### config.mk
export PLATFORM = sky130hd
export DESIGN_NAME = ansi_console_escape_parser
export DESIGN_NICKNAME = d
export VERILOG_FILES = /design/src/design/acep_pkg.sv /design/src/design/acep_front.sv /design/src/design/acep_queue.sv /design/src/design/acep_back.sv /design/src/design/ansi_console_escape_parser.sv
export SDC_FILE = /design/constraint.sdc
export NUM_CORES = 2
export LEC_CHECK = 0
export BUFFER_PORTS_ARGS = -buffer_cell sky130_fd_sc_hd__buf_2
export CORE_UTILIZATION = 45
export CTS_CLUSTER_SIZE = 12
export DETAILED_ROUTE_END_ITERATION = 10
export PLACE_DENSITY = 0.68
export SYNTH_ARGS = -nofsm -noshare
export SYNTH_HDL_FRONTEND = slang
export SYNTH_SLANG_ARGS = --single-unit
### constraint.sdc
create_clock -name clock -period 19.67 [get_ports clock]
set_clock_uncertainty 0.05 [all_clocks]
set_input_delay 0.9835 -clock clock [delete_from_list [all_inputs] [get_ports clock]]
set_output_delay 0.9835 -clock clock [all_outputs]
set_load 0.005 [all_outputs]
### src/design/acep_pkg.sv
`default_nettype none
package acep_pkg;

   localparam int GLYPH_WIDTH         = 8;
   localparam int GLYPH_HEIGHT        = 16;
   localparam int COORD_W             = 13;
   localparam int NUM_W               = 16;
   localparam int ATTR_W              = 18;
   localparam int SHAPE_W             = 5;
   localparam int CSR_ADDR_W          = 3;
   localparam int CSR_DATA_W          = 32;
   localparam int DEFAULT_QUEUE_DEPTH = 4;

   localparam logic [COORD_W-1:0] WIDTH_RESET      = 13'd640;
   localparam logic [COORD_W-1:0] HEIGHT_RESET     = 13'd480;
   localparam logic [ATTR_W-1:0]  ATTR_RESET       = 18'h0000a;
   localparam logic [SHAPE_W-1:0] SHAPE_HIGH_RESET = 5'd3;

   localparam logic [7:0] BYTE_ESC      = 8'h1b;
   localparam logic [7:0] BYTE_LBRACKET = 8'h5b;
   localparam logic [7:0] BYTE_SEMI     = 8'h3b;
   localparam logic [7:0] BYTE_NL       = 8'h0a;
   localparam logic [7:0] BYTE_ZERO     = 8'h30;
   localparam logic [7:0] BYTE_NINE     = 8'h39;

   localparam logic CSR_SCREEN_WIDTH  = 1'b0;
   localparam logic CSR_SCREEN_HEIGHT = 1'b1;

   typedef enum logic [1:0] {
      MODE_TEXT,
      MODE_ESC,
      MODE_SEQ
   } mode_type;

   typedef enum logic [2:0] {
      TK_CURSOR,
      TK_TEXT,
      TK_ESC_TEXT,
      TK_FINAL,
      TK_NL_SCROLL,
      TK_CLEAR
   } token_kind_type;

   typedef enum logic [1:0] {
      OP_GLYPH,
      OP_BLANK,
      OP_SCROLL,
      OP_CURSOR
   } op_type;

   typedef struct packed {
      token_kind_type   kind;
      logic [7:0]       code;
      logic [NUM_W-1:0] arg_a;
      logic [NUM_W-1:0] arg_b;
   } token_type;

   typedef struct packed {
      logic      push;
      token_type token;
   } queue_wr_type;

   typedef struct packed {
      logic      valid;
      token_type token;
   } queue_rd_type;

   typedef struct packed {
      logic [COORD_W-1:0] width;
      logic [COORD_W-1:0] height;
   } screen_cfg_type;

endpackage
`default_nettype wire

### src/design/acep_front.sv
`default_nettype none
module acep_front (
   input  wire                  clock,
   input  wire                  reset,
   input  wire                  req_valid,
   output logic                 req_ready,
   input  wire                  req_cmd,
   input  wire  [7:0]           req_byte_in,
   input  wire                  queue_full,
   output acep_pkg::queue_wr_type wr
);
   import acep_pkg::*;

   mode_type         mode_ff, mode_in;
   logic [NUM_W-1:0] num_now_ff, num_now_in;
   logic [NUM_W-1:0] num_before_ff, num_before_in;
   logic             accept;
   logic [19:0]      num_scaled;

   assign req_ready = !queue_full;
   assign accept    = req_valid && req_ready;

   always_comb begin
      mode_in        = mode_ff;
      num_now_in     = num_now_ff;
      num_before_in  = num_before_ff;
      wr.push        = 1'b0;
      wr.token.kind  = TK_TEXT;
      wr.token.code  = req_byte_in;
      wr.token.arg_a = num_before_ff;
      wr.token.arg_b = num_now_ff;
      num_scaled     = {1'b0, num_now_ff, 3'b000} + {3'b000, num_now_ff, 1'b0}
                       + {16'd0, req_byte_in[3:0]};
      if (accept) begin
         if (req_cmd) begin
            wr.push       = 1'b1;
            wr.token.kind = TK_CURSOR;
         end else begin
            case (mode_ff)
               MODE_SEQ: begin
                  if (req_byte_in inside {[BYTE_ZERO:BYTE_NINE]}) begin
                     num_now_in = (num_scaled > 20'h0ffff) ? 16'hffff : num_scaled[15:0];
                  end else if (req_byte_in == BYTE_SEMI) begin
                     num_before_in = num_now_ff;
                     num_now_in    = '0;
                  end else begin
                     mode_in       = MODE_TEXT;
                     wr.push       = 1'b1;
                     wr.token.kind = TK_FINAL;
                  end
               end
               MODE_ESC: begin
                  if (req_byte_in == BYTE_LBRACKET) begin
                     mode_in       = MODE_SEQ;
                     num_now_in    = '0;
                     num_before_in = '0;
                  end else if (req_byte_in == BYTE_ESC) begin
                     wr.push = 1'b1;
                  end else begin
                     mode_in       = MODE_TEXT;
                     wr.push       = 1'b1;
                     wr.token.kind = TK_ESC_TEXT;
                  end
               end
               default: begin
                  if (req_byte_in == BYTE_ESC) begin
                     mode_in = MODE_ESC;
                  end else begin
                     mode_in = MODE_TEXT;
                     wr.push = 1'b1;
                  end
               end
            endcase
         end
      end
   end

   always_ff @(posedge clock) begin
      if (reset) begin
         mode_ff       <= MODE_TEXT;
         num_now_ff    <= '0;
         num_before_ff <= '0;
      end else begin
         mode_ff       <= mode_in;
         num_now_ff    <= num_now_in;
         num_before_ff <= num_before_in;
      end
   end

endmodule
`default_nettype wire

### src/design/acep_queue.sv
`default_nettype none
module acep_queue #(
   parameter int DEPTH = acep_pkg::DEFAULT_QUEUE_DEPTH
) (
   input  wire                    clock,
   input  wire                    reset,
   input  acep_pkg::queue_wr_type wr,
   input  wire                    pop,
   output logic                   full,
   output acep_pkg::queue_rd_type rd
);
   import acep_pkg::*;

   localparam int PTR_W = (DEPTH > 1) ? $clog2(DEPTH) : 1;
   localparam int CNT_W = $clog2(DEPTH + 1);

   token_type        entries_ff [DEPTH];
   logic [PTR_W-1:0] wr_ptr_ff, wr_ptr_in;
   logic [PTR_W-1:0] rd_ptr_ff, rd_ptr_in;
   logic [CNT_W-1:0] count_ff, count_in;
   logic             do_push, do_pop;

   assign full     = (count_ff == CNT_W'(DEPTH));
   assign rd.valid = (count_ff != '0);
   assign rd.token = entries_ff[rd_ptr_ff];
   assign do_push  = wr.push && !full;
   assign do_pop   = pop && rd.valid;

   always_comb begin
      wr_ptr_in = wr_ptr_ff;
      rd_ptr_in = rd_ptr_ff;
      count_in  = count_ff;
      if (do_push) begin
         wr_ptr_in = (wr_ptr_ff == PTR_W'(DEPTH - 1)) ? '0 : wr_ptr_ff + PTR_W'(1);
      end
      if (do_pop) begin
         rd_ptr_in = (rd_ptr_ff == PTR_W'(DEPTH - 1)) ? '0 : rd_ptr_ff + PTR_W'(1);
      end
      if (do_push && !do_pop) begin
         count_in = count_ff + CNT_W'(1);
      end else if (do_pop && !do_push) begin
         count_in = count_ff - CNT_W'(1);
      end
   end

   always_ff @(posedge clock) begin
      if (reset) begin
         wr_ptr_ff <= '0;
         rd_ptr_ff <= '0;
         count_ff  <= '0;
      end else begin
         wr_ptr_ff <= wr_ptr_in;
         rd_ptr_ff <= rd_ptr_in;
         count_ff  <= count_in;
      end
   end

   always_ff @(posedge clock) begin
      if (do_push) begin
         entries_ff[wr_ptr_ff] <= wr.token;
      end
   end

endmodule
`default_nettype wire

### src/design/acep_back.sv
`default_nettype none
module acep_back (
   input  wire                      clock,
   input  wire                      reset,
   input  acep_pkg::queue_rd_type   rd,
   output logic                     pop,
   input  acep_pkg::screen_cfg_type cfg,
   output logic                     rsp_valid,
   input  wire                      rsp_ready,
   output logic [1:0]               rsp_op,
   output logic [12:0]              rsp_pos_x,
   output logic [12:0]              rsp_pos_y,
   output logic [7:0]               rsp_glyph,
   output logic [7:0]               rsp_fg_color,
   output logic [7:0]               rsp_bg_color,
   output logic                     rsp_underline,
   output logic [12:0]              rsp_span,
   output logic [4:0]               rsp_cursor_first,
   output logic [4:0]               rsp_cursor_stop,
   output logic                     rsp_last
);
   import acep_pkg::*;

   localparam logic [7:0] FIN_SGR     = 8'h6d;
   localparam logic [7:0] FIN_UP      = 8'h41;
   localparam logic [7:0] FIN_DOWN    = 8'h42;
   localparam logic [7:0] FIN_RIGHT   = 8'h43;
   localparam logic [7:0] FIN_LEFT    = 8'h44;
   localparam logic [7:0] FIN_HOME    = 8'h48;
   localparam logic [7:0] FIN_CLEAR   = 8'h4a;
   localparam logic [7:0] FIN_ERASE   = 8'h4b;
   localparam logic [7:0] FIN_SAVE    = 8'h73;
   localparam logic [7:0] FIN_RESTORE = 8'h75;
   localparam logic [7:0] FIN_HIDE    = 8'h6c;
   localparam logic [7:0] FIN_SHAPE   = 8'h68;

   localparam logic [NUM_W-1:0] SGR_RESET     = 16'd0;
   localparam logic [NUM_W-1:0] SGR_BOLD      = 16'd1;
   localparam logic [NUM_W-1:0] SGR_DIM       = 16'd2;
   localparam logic [NUM_W-1:0] SGR_UNDERLINE = 16'd4;
   localparam logic [NUM_W-1:0] SGR_BLINK     = 16'd5;
   localparam logic [NUM_W-1:0] SGR_INVERSE   = 16'd7;
   localparam logic [NUM_W-1:0] SGR_HIDDEN    = 16'd8;
   localparam logic [NUM_W-1:0] SGR_FG_FIRST  = 16'd30;
   localparam logic [NUM_W-1:0] SGR_FG_LAST   = 16'd37;
   localparam logic [NUM_W-1:0] SGR_BG_FIRST  = 16'd40;
   localparam logic [NUM_W-1:0] SGR_BG_LAST   = 16'd47;

   localparam logic [COORD_W-1:0] COORD_MAX = '1;
   localparam logic [SHAPE_W-1:0] SHAPE_MAX = SHAPE_W'(GLYPH_HEIGHT);
   localparam int PROD_W = NUM_W + COORD_W;

   function automatic logic [ATTR_W-1:0] apply_sgr(input logic [ATTR_W-1:0] attr,
                                                   input logic [NUM_W-1:0]  v);
      logic [ATTR_W-1:0] r;
      logic [7:0]        sub;
      r   = attr;
      sub = '0;
      case (v)
         SGR_RESET:     r = 18'h00007;
         SGR_BOLD:      r = attr | 18'h00008;
         SGR_DIM:       r = attr | 18'h00800;
         SGR_UNDERLINE: r = attr | 18'h10000;
         SGR_BLINK:     r = attr | 18'h20000;
         SGR_INVERSE:   r = attr ^ 18'h0ffff;
         SGR_HIDDEN:    r = attr & 18'h0ffff;
         default: begin
            if (v inside {[SGR_FG_FIRST:SGR_FG_LAST]}) begin
               sub      = v[7:0] - SGR_FG_FIRST[7:0];
               r[7:0]   = sub;
            end else if (v inside {[SGR_BG_FIRST:SGR_BG_LAST]}) begin
               sub      = v[7:0] - SGR_BG_FIRST[7:0];
               r[15:8]  = sub;
            end
         end
      endcase
      return r;
   endfunction

   logic               cur_valid_ff, cur_valid_in;
   token_type          cur_ff, cur_in;
   logic [COORD_W-1:0] cursor_x_ff, cursor_x_in;
   logic [COORD_W-1:0] cursor_y_ff, cursor_y_in;
   logic [COORD_W-1:0] saved_x_ff, saved_x_in;
   logic [COORD_W-1:0] saved_y_ff, saved_y_in;
   logic [SHAPE_W-1:0] shape_low_ff, shape_low_in;
   logic [SHAPE_W-1:0] shape_high_ff, shape_high_in;
   logic [ATTR_W-1:0]  attr_ff, attr_in;
   logic [PROD_W-1:0]  prod_ff, prod_in;

   logic               rsp_valid_ff, rsp_valid_in;
   op_type             rsp_op_ff;
   logic [COORD_W-1:0] rsp_pos_x_ff, rsp_pos_y_ff, rsp_span_ff;
   logic [7:0]         rsp_glyph_ff;
   logic [ATTR_W-1:0]  rsp_attr_ff;
   logic [SHAPE_W-1:0] rsp_cursor_first_ff, rsp_cursor_stop_ff;
   logic               rsp_last_ff;

   logic               out_free, step, emit, done;
   token_kind_type     next_kind;
   op_type             e_op;
   logic [COORD_W-1:0] e_x, e_y, e_span;
   logic [7:0]         e_glyph;
   logic [SHAPE_W-1:0] e_cf, e_cs;
   logic               e_last;

   logic [COORD_W-1:0] x_max, y_max;
   logic [COORD_W:0]   x_sum, y_sum;
   logic [COORD_W-1:0] x_adv, y_adv, y_diff;
   logic [19:0]        move_v;
   logic [20:0]        move_sum;
   logic [NUM_W-1:0]   shape_arg;
   logic [ATTR_W-1:0]  attr_a;

   always_comb begin
      x_max    = (cfg.width >= COORD_W'(GLYPH_WIDTH))
                 ? cfg.width - COORD_W'(GLYPH_WIDTH) : '0;
      y_max    = (cfg.height >= COORD_W'(GLYPH_HEIGHT))
                 ? cfg.height - COORD_W'(GLYPH_HEIGHT) : '0;
      x_sum    = {1'b0, cursor_x_ff} + (COORD_W+1)'(GLYPH_WIDTH);
      y_sum    = {1'b0, cursor_y_ff} + (COORD_W+1)'(GLYPH_HEIGHT);
      x_adv    = x_sum[COORD_W] ? COORD_MAX : x_sum[COORD_W-1:0];
      y_adv    = y_sum[COORD_W] ? COORD_MAX : y_sum[COORD_W-1:0];
      y_diff   = cursor_y_ff - y_max;
      move_v   = '0;
      move_sum = '0;
      shape_arg = '0;
      attr_a   = attr_ff;

      out_free = !rsp_valid_ff || rsp_ready;
      step     = cur_valid_ff && out_free;

      emit      = 1'b0;
      done      = 1'b1;
      next_kind = cur_ff.kind;
      e_op      = OP_GLYPH;
      e_x       = cursor_x_ff;
      e_y       = cursor_y_ff;
      e_span    = '0;
      e_glyph   = '0;
      e_cf      = '0;
      e_cs      = '0;
      e_last    = 1'b1;

      cursor_x_in   = cursor_x_ff;
      cursor_y_in   = cursor_y_ff;
      saved_x_in    = saved_x_ff;
      saved_y_in    = saved_y_ff;
      shape_low_in  = shape_low_ff;
      shape_high_in = shape_high_ff;
      attr_in       = attr_ff;
      prod_in       = prod_ff;

      case (cur_ff.kind)
         TK_CURSOR: begin
            emit = 1'b1;
            e_op = OP_CURSOR;
            e_cf = SHAPE_MAX - shape_high_ff;
            e_cs = SHAPE_MAX - shape_low_ff;
         end
         TK_ESC_TEXT: begin
            emit        = 1'b1;
            e_glyph     = BYTE_ESC;
            e_last      = 1'b0;
            done        = 1'b0;
            next_kind   = TK_TEXT;
            cursor_x_in = x_adv;
         end
         TK_TEXT: begin
            emit = 1'b1;
            if (cur_ff.code == BYTE_NL) begin
               e_op        = OP_BLANK;
               e_span      = COORD_W'(GLYPH_WIDTH);
               cursor_x_in = '0;
               cursor_y_in = y_adv;
               if (y_adv > y_max) begin
                  e_last    = 1'b0;
                  done      = 1'b0;
                  next_kind = TK_NL_SCROLL;
               end
            end else begin
               e_glyph     = cur_ff.code;
               cursor_x_in = x_adv;
            end
         end
         TK_NL_SCROLL: begin
            emit        = 1'b1;
            e_op        = OP_SCROLL;
            e_x         = '0;
            e_y         = '0;
            e_span      = (y_diff > cfg.height) ? cfg.height : y_diff;
            cursor_y_in = y_max;
         end
         TK_CLEAR: begin
            emit   = 1'b1;
            e_op   = OP_SCROLL;
            e_x    = '0;
            e_y    = '0;
            e_span = (prod_ff > PROD_W'(cfg.height)) ? cfg.height : prod_ff[COORD_W-1:0];
         end
         TK_FINAL: begin
            case (cur_ff.code)
               FIN_SGR: begin
                  if (cur_ff.arg_a != '0) begin
                     attr_a = apply_sgr(attr_ff, cur_ff.arg_a);
                  end
                  attr_in = apply_sgr(attr_a, cur_ff.arg_b);
               end
               FIN_UP: begin
                  move_v      = {cur_ff.arg_b, 4'b0000};
                  cursor_y_in = ({7'd0, cursor_y_ff} > move_v)
                                ? cursor_y_ff - move_v[COORD_W-1:0] : '0;
               end
               FIN_DOWN: begin
                  move_sum    = {8'd0, cursor_y_ff} + {1'b0, cur_ff.arg_b, 4'b0000};
                  cursor_y_in = (move_sum > {8'd0, y_max}) ? y_max : move_sum[COORD_W-1:0];
               end
               FIN_RIGHT: begin
                  move_sum    = {8'd0, cursor_x_ff} + {2'b00, cur_ff.arg_b, 3'b000};
                  cursor_x_in = (move_sum > {8'd0, x_max}) ? x_max : move_sum[COORD_W-1:0];
               end
               FIN_LEFT: begin
                  move_v      = {1'b0, cur_ff.arg_b, 3'b000};
                  cursor_x_in = ({7'd0, cursor_x_ff} > move_v)
                                ? cursor_x_ff - move_v[COORD_W-1:0] : '0;
               end
               FIN_HOME: begin
                  cursor_x_in = (cur_ff.arg_b > NUM_W'(COORD_MAX))
                                ? COORD_MAX : cur_ff.arg_b[COORD_W-1:0];
                  cursor_y_in = (cur_ff.arg_a > NUM_W'(COORD_MAX))
                                ? COORD_MAX : cur_ff.arg_a[COORD_W-1:0];
               end
               FIN_CLEAR: begin
                  done      = 1'b0;
                  next_kind = TK_CLEAR;
                  prod_in   = PROD_W'(cur_ff.arg_b) * PROD_W'(y_max);
               end
               FIN_ERASE: begin
                  emit   = 1'b1;
                  e_op   = OP_BLANK;
                  e_span = (cfg.width > cursor_x_ff) ? cfg.width - cursor_x_ff : '0;
               end
               FIN_SAVE: begin
                  saved_x_in = cursor_x_ff;
                  saved_y_in = cursor_y_ff;
               end
               FIN_RESTORE: begin
                  cursor_x_in = saved_x_ff;
                  cursor_y_in = saved_y_ff;
               end
               FIN_HIDE: begin
                  shape_low_in  = '0;
                  shape_high_in = '0;
               end
               FIN_SHAPE: begin
                  shape_low_in  = (cur_ff.arg_a > NUM_W'(GLYPH_HEIGHT))
                                  ? SHAPE_MAX : cur_ff.arg_a[SHAPE_W-1:0];
                  shape_arg     = (cur_ff.arg_b != '0) ? cur_ff.arg_b : NUM_W'(SHAPE_HIGH_RESET);
                  shape_high_in = (shape_arg > NUM_W'(GLYPH_HEIGHT))
                                  ? SHAPE_MAX : shape_arg[SHAPE_W-1:0];
               end
               default: begin
               end
            endcase
         end
         default: begin
         end
      endcase

      pop = rd.valid && (!cur_valid_ff || (step && done));

      cur_in = cur_ff;
      if (pop) begin
         cur_in = rd.token;
      end else if (step && !done) begin
         cur_in.kind = next_kind;
      end
      cur_valid_in = pop ? 1'b1 : ((step && done) ? 1'b0 : cur_valid_ff);

      if (step && emit) begin
         rsp_valid_in = 1'b1;
      end else if (rsp_ready) begin
         rsp_valid_in = 1'b0;
      end else begin
         rsp_valid_in = rsp_valid_ff;
      end
   end

   always_ff @(posedge clock) begin
      if (reset) begin
         cur_valid_ff  <= 1'b0;
         rsp_valid_ff  <= 1'b0;
         cursor_x_ff   <= '0;
         cursor_y_ff   <= '0;
         saved_x_ff    <= '0;
         saved_y_ff    <= '0;
         shape_low_ff  <= '0;
         shape_high_ff <= SHAPE_HIGH_RESET;
         attr_ff       <= ATTR_RESET;
      end else begin
         cur_valid_ff <= cur_valid_in;
         rsp_valid_ff <= rsp_valid_in;
         if (step) begin
            cursor_x_ff   <= cursor_x_in;
            cursor_y_ff   <= cursor_y_in;
            saved_x_ff    <= saved_x_in;
            saved_y_ff    <= saved_y_in;
            shape_low_ff  <= shape_low_in;
            shape_high_ff <= shape_high_in;
            attr_ff       <= attr_in;
         end
      end
   end

   always_ff @(posedge clock) begin
      cur_ff <= cur_in;
      if (step) begin
         prod_ff <= prod_in;
      end
      if (step && emit) begin
         rsp_op_ff           <= e_op;
         rsp_pos_x_ff        <= e_x;
         rsp_pos_y_ff        <= e_y;
         rsp_glyph_ff        <= e_glyph;
         rsp_attr_ff         <= attr_ff;
         rsp_span_ff         <= e_span;
         rsp_cursor_first_ff <= e_cf;
         rsp_cursor_stop_ff  <= e_cs;
         rsp_last_ff         <= e_last;
      end
   end

   assign rsp_valid        = rsp_valid_ff;
   assign rsp_op           = rsp_op_ff;
   assign rsp_pos_x        = rsp_pos_x_ff;
   assign rsp_pos_y        = rsp_pos_y_ff;
   assign rsp_glyph        = rsp_glyph_ff;
   assign rsp_fg_color     = rsp_attr_ff[7:0];
   assign rsp_bg_color     = rsp_attr_ff[15:8];
   assign rsp_underline    = rsp_attr_ff[16];
   assign rsp_span         = rsp_span_ff;
   assign rsp_cursor_first = rsp_cursor_first_ff;
   assign rsp_cursor_stop  = rsp_cursor_stop_ff;
   assign rsp_last         = rsp_last_ff;

endmodule
`default_nettype wire

### src/design/ansi_console_escape_parser.sv
`default_nettype none
// Console escape parser: takes one console byte (or a show-cursor command) per beat and
// returns the drawing beats it causes, the final one marked by rsp_last. The front end
// tracks ESC [ n ; m parsing and takes one beat every cycle while its token queue
// (QUEUE_DEPTH entries) has room; the back end owns cursor, attributes and shape and
// sends one result beat per cycle, while rsp_ready allows, through a single output
// register. Plain text, cursor commands and silent sequence bytes thus run at one beat
// per cycle. A scrolling newline gives a blank beat then a scroll beat; ESC and a plain
// byte give the ESC glyph then the byte; a clear (J) does the line-count multiply, then
// a scroll beat. Bytes that draw nothing reach the back end only as control-sequence
// finals. Screen width and height sit at byte addresses 0 and 4 of the register port.
module ansi_console_escape_parser #(
   parameter int QUEUE_DEPTH = acep_pkg::DEFAULT_QUEUE_DEPTH
) (
   input  wire         clock,
   input  wire         reset,
   input  wire         req_valid,
   output logic        req_ready,
   input  wire         req_cmd,
   input  wire  [7:0]  req_byte_in,
   output logic        rsp_valid,
   input  wire         rsp_ready,
   output logic [1:0]  rsp_op,
   output logic [12:0] rsp_pos_x,
   output logic [12:0] rsp_pos_y,
   output logic [7:0]  rsp_glyph,
   output logic [7:0]  rsp_fg_color,
   output logic [7:0]  rsp_bg_color,
   output logic        rsp_underline,
   output logic [12:0] rsp_span,
   output logic [4:0]  rsp_cursor_first,
   output logic [4:0]  rsp_cursor_stop,
   output logic        rsp_last,
   input  wire         psel,
   input  wire         penable,
   input  wire         pwrite,
   input  wire  [acep_pkg::CSR_ADDR_W-1:0] paddr,
   input  wire  [acep_pkg::CSR_DATA_W-1:0] pwdata,
   output logic [acep_pkg::CSR_DATA_W-1:0] prdata,
   output logic        pready
);
   import acep_pkg::*;

   logic [COORD_W-1:0] width_ff, height_ff;
   logic               csr_write;
   logic               csr_index;
   logic [COORD_W-1:0] csr_read;
   screen_cfg_type     cfg;
   queue_wr_type       wr;
   queue_rd_type       rd;
   logic               queue_full;
   logic               pop;

   assign pready    = 1'b1;
   assign csr_write = psel && penable && pwrite && pready;
   assign csr_index = paddr[2];
   assign csr_read  = (csr_index == CSR_SCREEN_HEIGHT) ? height_ff : width_ff;
   assign prdata    = {{(CSR_DATA_W-COORD_W){1'b0}}, csr_read};
   assign cfg.width  = width_ff;
   assign cfg.height = height_ff;

   always_ff @(posedge clock) begin
      if (reset) begin
         width_ff  <= WIDTH_RESET;
         height_ff <= HEIGHT_RESET;
      end else if (csr_write) begin
         case (csr_index)
            CSR_SCREEN_WIDTH:  width_ff  <= pwdata[COORD_W-1:0];
            CSR_SCREEN_HEIGHT: height_ff <= pwdata[COORD_W-1:0];
            default: begin
            end
         endcase
      end
   end

   acep_front u_front (
      .clock       (clock),
      .reset       (reset),
      .req_valid   (req_valid),
      .req_ready   (req_ready),
      .req_cmd     (req_cmd),
      .req_byte_in (req_byte_in),
      .queue_full  (queue_full),
      .wr          (wr)
   );

   acep_queue #(
      .DEPTH (QUEUE_DEPTH)
   ) u_queue (
      .clock (clock),
      .reset (reset),
      .wr    (wr),
      .pop   (pop),
      .full  (queue_full),
      .rd    (rd)
   );

   acep_back u_back (
      .clock            (clock),
      .reset            (reset),
      .rd               (rd),
      .pop              (pop),
      .cfg              (cfg),
      .rsp_valid        (rsp_valid),
      .rsp_ready        (rsp_ready),
      .rsp_op           (rsp_op),
      .rsp_pos_x        (rsp_pos_x),
      .rsp_pos_y        (rsp_pos_y),
      .rsp_glyph        (rsp_glyph),
      .rsp_fg_color     (rsp_fg_color),
      .rsp_bg_color     (rsp_bg_color),
      .rsp_underline    (rsp_underline),
      .rsp_span         (rsp_span),
      .rsp_cursor_first (rsp_cursor_first),
      .rsp_cursor_stop  (rsp_cursor_stop),
      .rsp_last         (rsp_last)
   );

endmodule
`default_nettype wire

==> qor.txt <==
run status = finished clean
Worst path max stage delay = 590 ps
Worst path depth = 25
largest net degree at the start of global routing = 87
Setup CP Type = reg2reg
All-Layer GR Usage = 24.4%
final setup violation count = 0
Post-Syn Area per Cell = 9.76 um2
Yosys reg bits = 467
# rows = 98
die area = 74200 um2
CTS tree = built
Peak VDD IR = 0.357 mV
hold depth = 2
gate count of the mapped netlist = 3370
Tcrit/Tclk final = 41.7%
# Post-CTS Setup Buffers = 0
Crit. End Element = flip-flop
# hold bufs at CTS = 0
actual slew at the worst max-slew pin = 1130 ps
sequential share of the synthesized area = 38.1%
RSZ-0062 raised after global routing = false
Req. time, crit path = 19970 ps
number of synthesized flops with an enable pin = 317
Lkg Pwr = 14.8 nW
H-tree levels = 2
Reg clk slew, reported paths = 60 ps
I/O pins = 163
Routed Antenna Nets = 0
CP Max Fanout = 16
Fin Setup TNS = 0 ps
synth top area cells = edfxtp_1 (29%), fa_1 (9.9%), ha_1 (9.6%)
Core Area = 71900 um2
FMAX = 122 MHz
Routed WL = 91.1 mm
reg2reg path depth = 25
warning count from the yosys run = 0
Critical Path AT = 8500 ps
share of the synthesized area in the top cell type = 28.9%
drt pass-1 iters = 8
Placed Area = 34400 um2
Async S/R FF share, synth = 0%
# fillers = 6600
gpl congestion = 0.982
first-pass GRT wire length = 141 mm
multi-input logic area = 18400 um2
clk_lat worst skew = 630 ps
initial core utilization = 45.8%
Antenna diodes = 0
share of post-route cells with drive strength above 1 = 10.4%
DR iter-0 viols = 2378
die span in x = 272 um
DPL Wire Length = 65.8 mm
Longest Clk Path Bufs = 3
largest area contributor in the netlist = edfxtp_1
PostCTS Resize Cnt = 0
vias in the first global route = 24565
CTS Buf Count = 51
Slew headroom = 24.2%
vias per cell = 5.81
wire per inst = 20.6 um
minimum clock period = 8190 ps
initial antenna violation count = 0
min-delay worst type = reg2reg
Worst setup SP type = flip-flop
Sequential Area = 12500 um2
CP top delay family = adder cells
CTS root buf = clkbuf_16
Mapped Area = 32900 um2
cell area after layout = 36100 um2
placed cells = 4332
Final Non-Filler Cells = 4428
Via Count = 25726
die height = 272 um
number of max-cap violations = 0
# DRC = 0
CP bufs+invs = 6
Critical Path Slowest Stage Cell = and3_1
clock sinks = 467
Slew Limit Fails = 0
Yosys cell types = 95
pwr/cell area = 184 nW/um2
GRT Residual Overflow = 0
Final nets = 3901
final hold violation count = 0
area growth from synthesis to final layout = 9.65%
Port Buffers = 121
ys flop type = edfxtp_1
==> worst paths after layout <==
path / from / end / slack, ps
worst max-delay path: height_ff[8] / u_back.prod_ff[26] / 11480
worst min-delay path: u_back.saved_x_ff[1] / u_back.saved_x_ff[1] / 400
worst max register to register: height_ff[8] / u_back.prod_ff[26] / 11480
worst min register to register: u_back.saved_x_ff[1] / u_back.saved_x_ff[1] / 400
==> per-layer routing <==
| layer | track usage [%] | share of wire [%] | vias to the layer above |
|---|---|---|---|
| li1 | - | - | 11942 |
| met1 | 33.0 | 42 | 12397 |
| met2 | 39.1 | 46 | 1160 |
| met3 | 3.47 | 8.1 | 227 |
| met4 | 10.4 | 4.4 | 0 |
| met5 | 0 | 0 | - |
==> layout by cell type, fill, tap and decap left out, types with 79 or more instances in the layout <==
cell type,netlist,routed
a21oi_1,239,239
buf_2,12,120
dfxtp_1,150,148
edfxtp_1,317,317
fa_1,163,163
ha_1,252,252
inv_1,329,328
nand2_1,371,371
nor2_1,302,299
o21ai_0,145,145
xnor2_1,79,79
==> power breakdown <==
| part | internal [W] | leakage [nW] | switching, W |
|---|---|---|---|
| registers | 0.00138 | 4.24 | 0.000148 |
| clock network | 0.000532 | 0.791 | 0.000414 |
| logic | 0.00166 | 9.80 | 0.00248 |
| total | 0.00358 | 14.8 | 0.00304 |
==> cells in the mapped netlist (42+ instances only) <==
library cell and count:
nor3_1 52, edfxtp_1 317, inv_1 329, fa_1 163
xnor2_1 79, mux4_2 42, clkbuf_1 132, ha_1 252
a21oi_1 239, o21ai_0 145, nand3_1 51, nand2_1 371
nor2_1 302, dfxtp_1 150, and2_1 56
==> flip-flops by register name (all words and copies together) (netlist names), 16 cells and up, named ones only <==
signal,flops
u_front.num_now_ff,16
u_back.rsp_attr_ff,17
u_back.cur_ff,43
u_queue.entries_ff,168
u_back.prod_ff,29
u_front.num_before_ff,16
u_back.attr_ff,17
==> per-stage QoR <==
stage	util, %	hold slack, ps	power, W	setup WS (ps)
3_5_place_dp	47.9	394	0.00567	11650
4_1_cts	50.2	402	0.00665	11610
5_1_grt	50.2	420	0.00723	11160
6_report	50.2	402	0.00663	11480
3_3_place_gp	47.9	387	0.00562	11660
2_1_floorplan	-	382	0.00465	12580
==> final cells by class <==
| class | instances | area share (%) |
|---|---|---|
| repair buffers | 171 | 2.73 |
| flip-flops and latches | 467 | 34.7 |
| multi-input cells | 2405 | 51.1 |
| clock inverters | 17 | 0.566 |
| well taps | 950 | 3.30 |
| clock buffers | 79 | 4.06 |
| inverters | 339 | 3.53 |
==> worst reg2reg max path: stages, from the launching register on <==
cell,delay (ps)
dfxtp_1,420
nor4_1,580
and3_1,590
nor2_1,110
buf_4,250
inv_1,350
nor2_1,120
fa_1,540
inv_1,50
fa_1,480
inv_1,60
fa_1,500
fa_1,540
inv_1,50
fa_1,530
inv_1,40
ha_1,370
and4_1,290
nor4bb_1,510
o31ai_1,210
o22ai_1,270
o21ai_0,160
a21boi_1,370
o311a_1,260
a31oi_1,110
xnor2_1,140
==> cells by family (layout without fill, tap and decap cells) <==
kind of cell             after synthesis  count (layout)  synth area share (%)
buffers and inverters                516             606                  6.22
AND/OR/NAND/NOR                     1064            1064                  15.2
multiplexers                          81              81                  4.14
XOR/XNOR                             115             115                  3.06
other                                  2              20                0.0228
flip-flops                           467             467                  38.1
adder cells (fa/ha/maj)              416             416                  19.5
AO/OA/AOI/OAI                        709             709                  13.7
No activity file was read; power rests on OpenSTA's default activity.
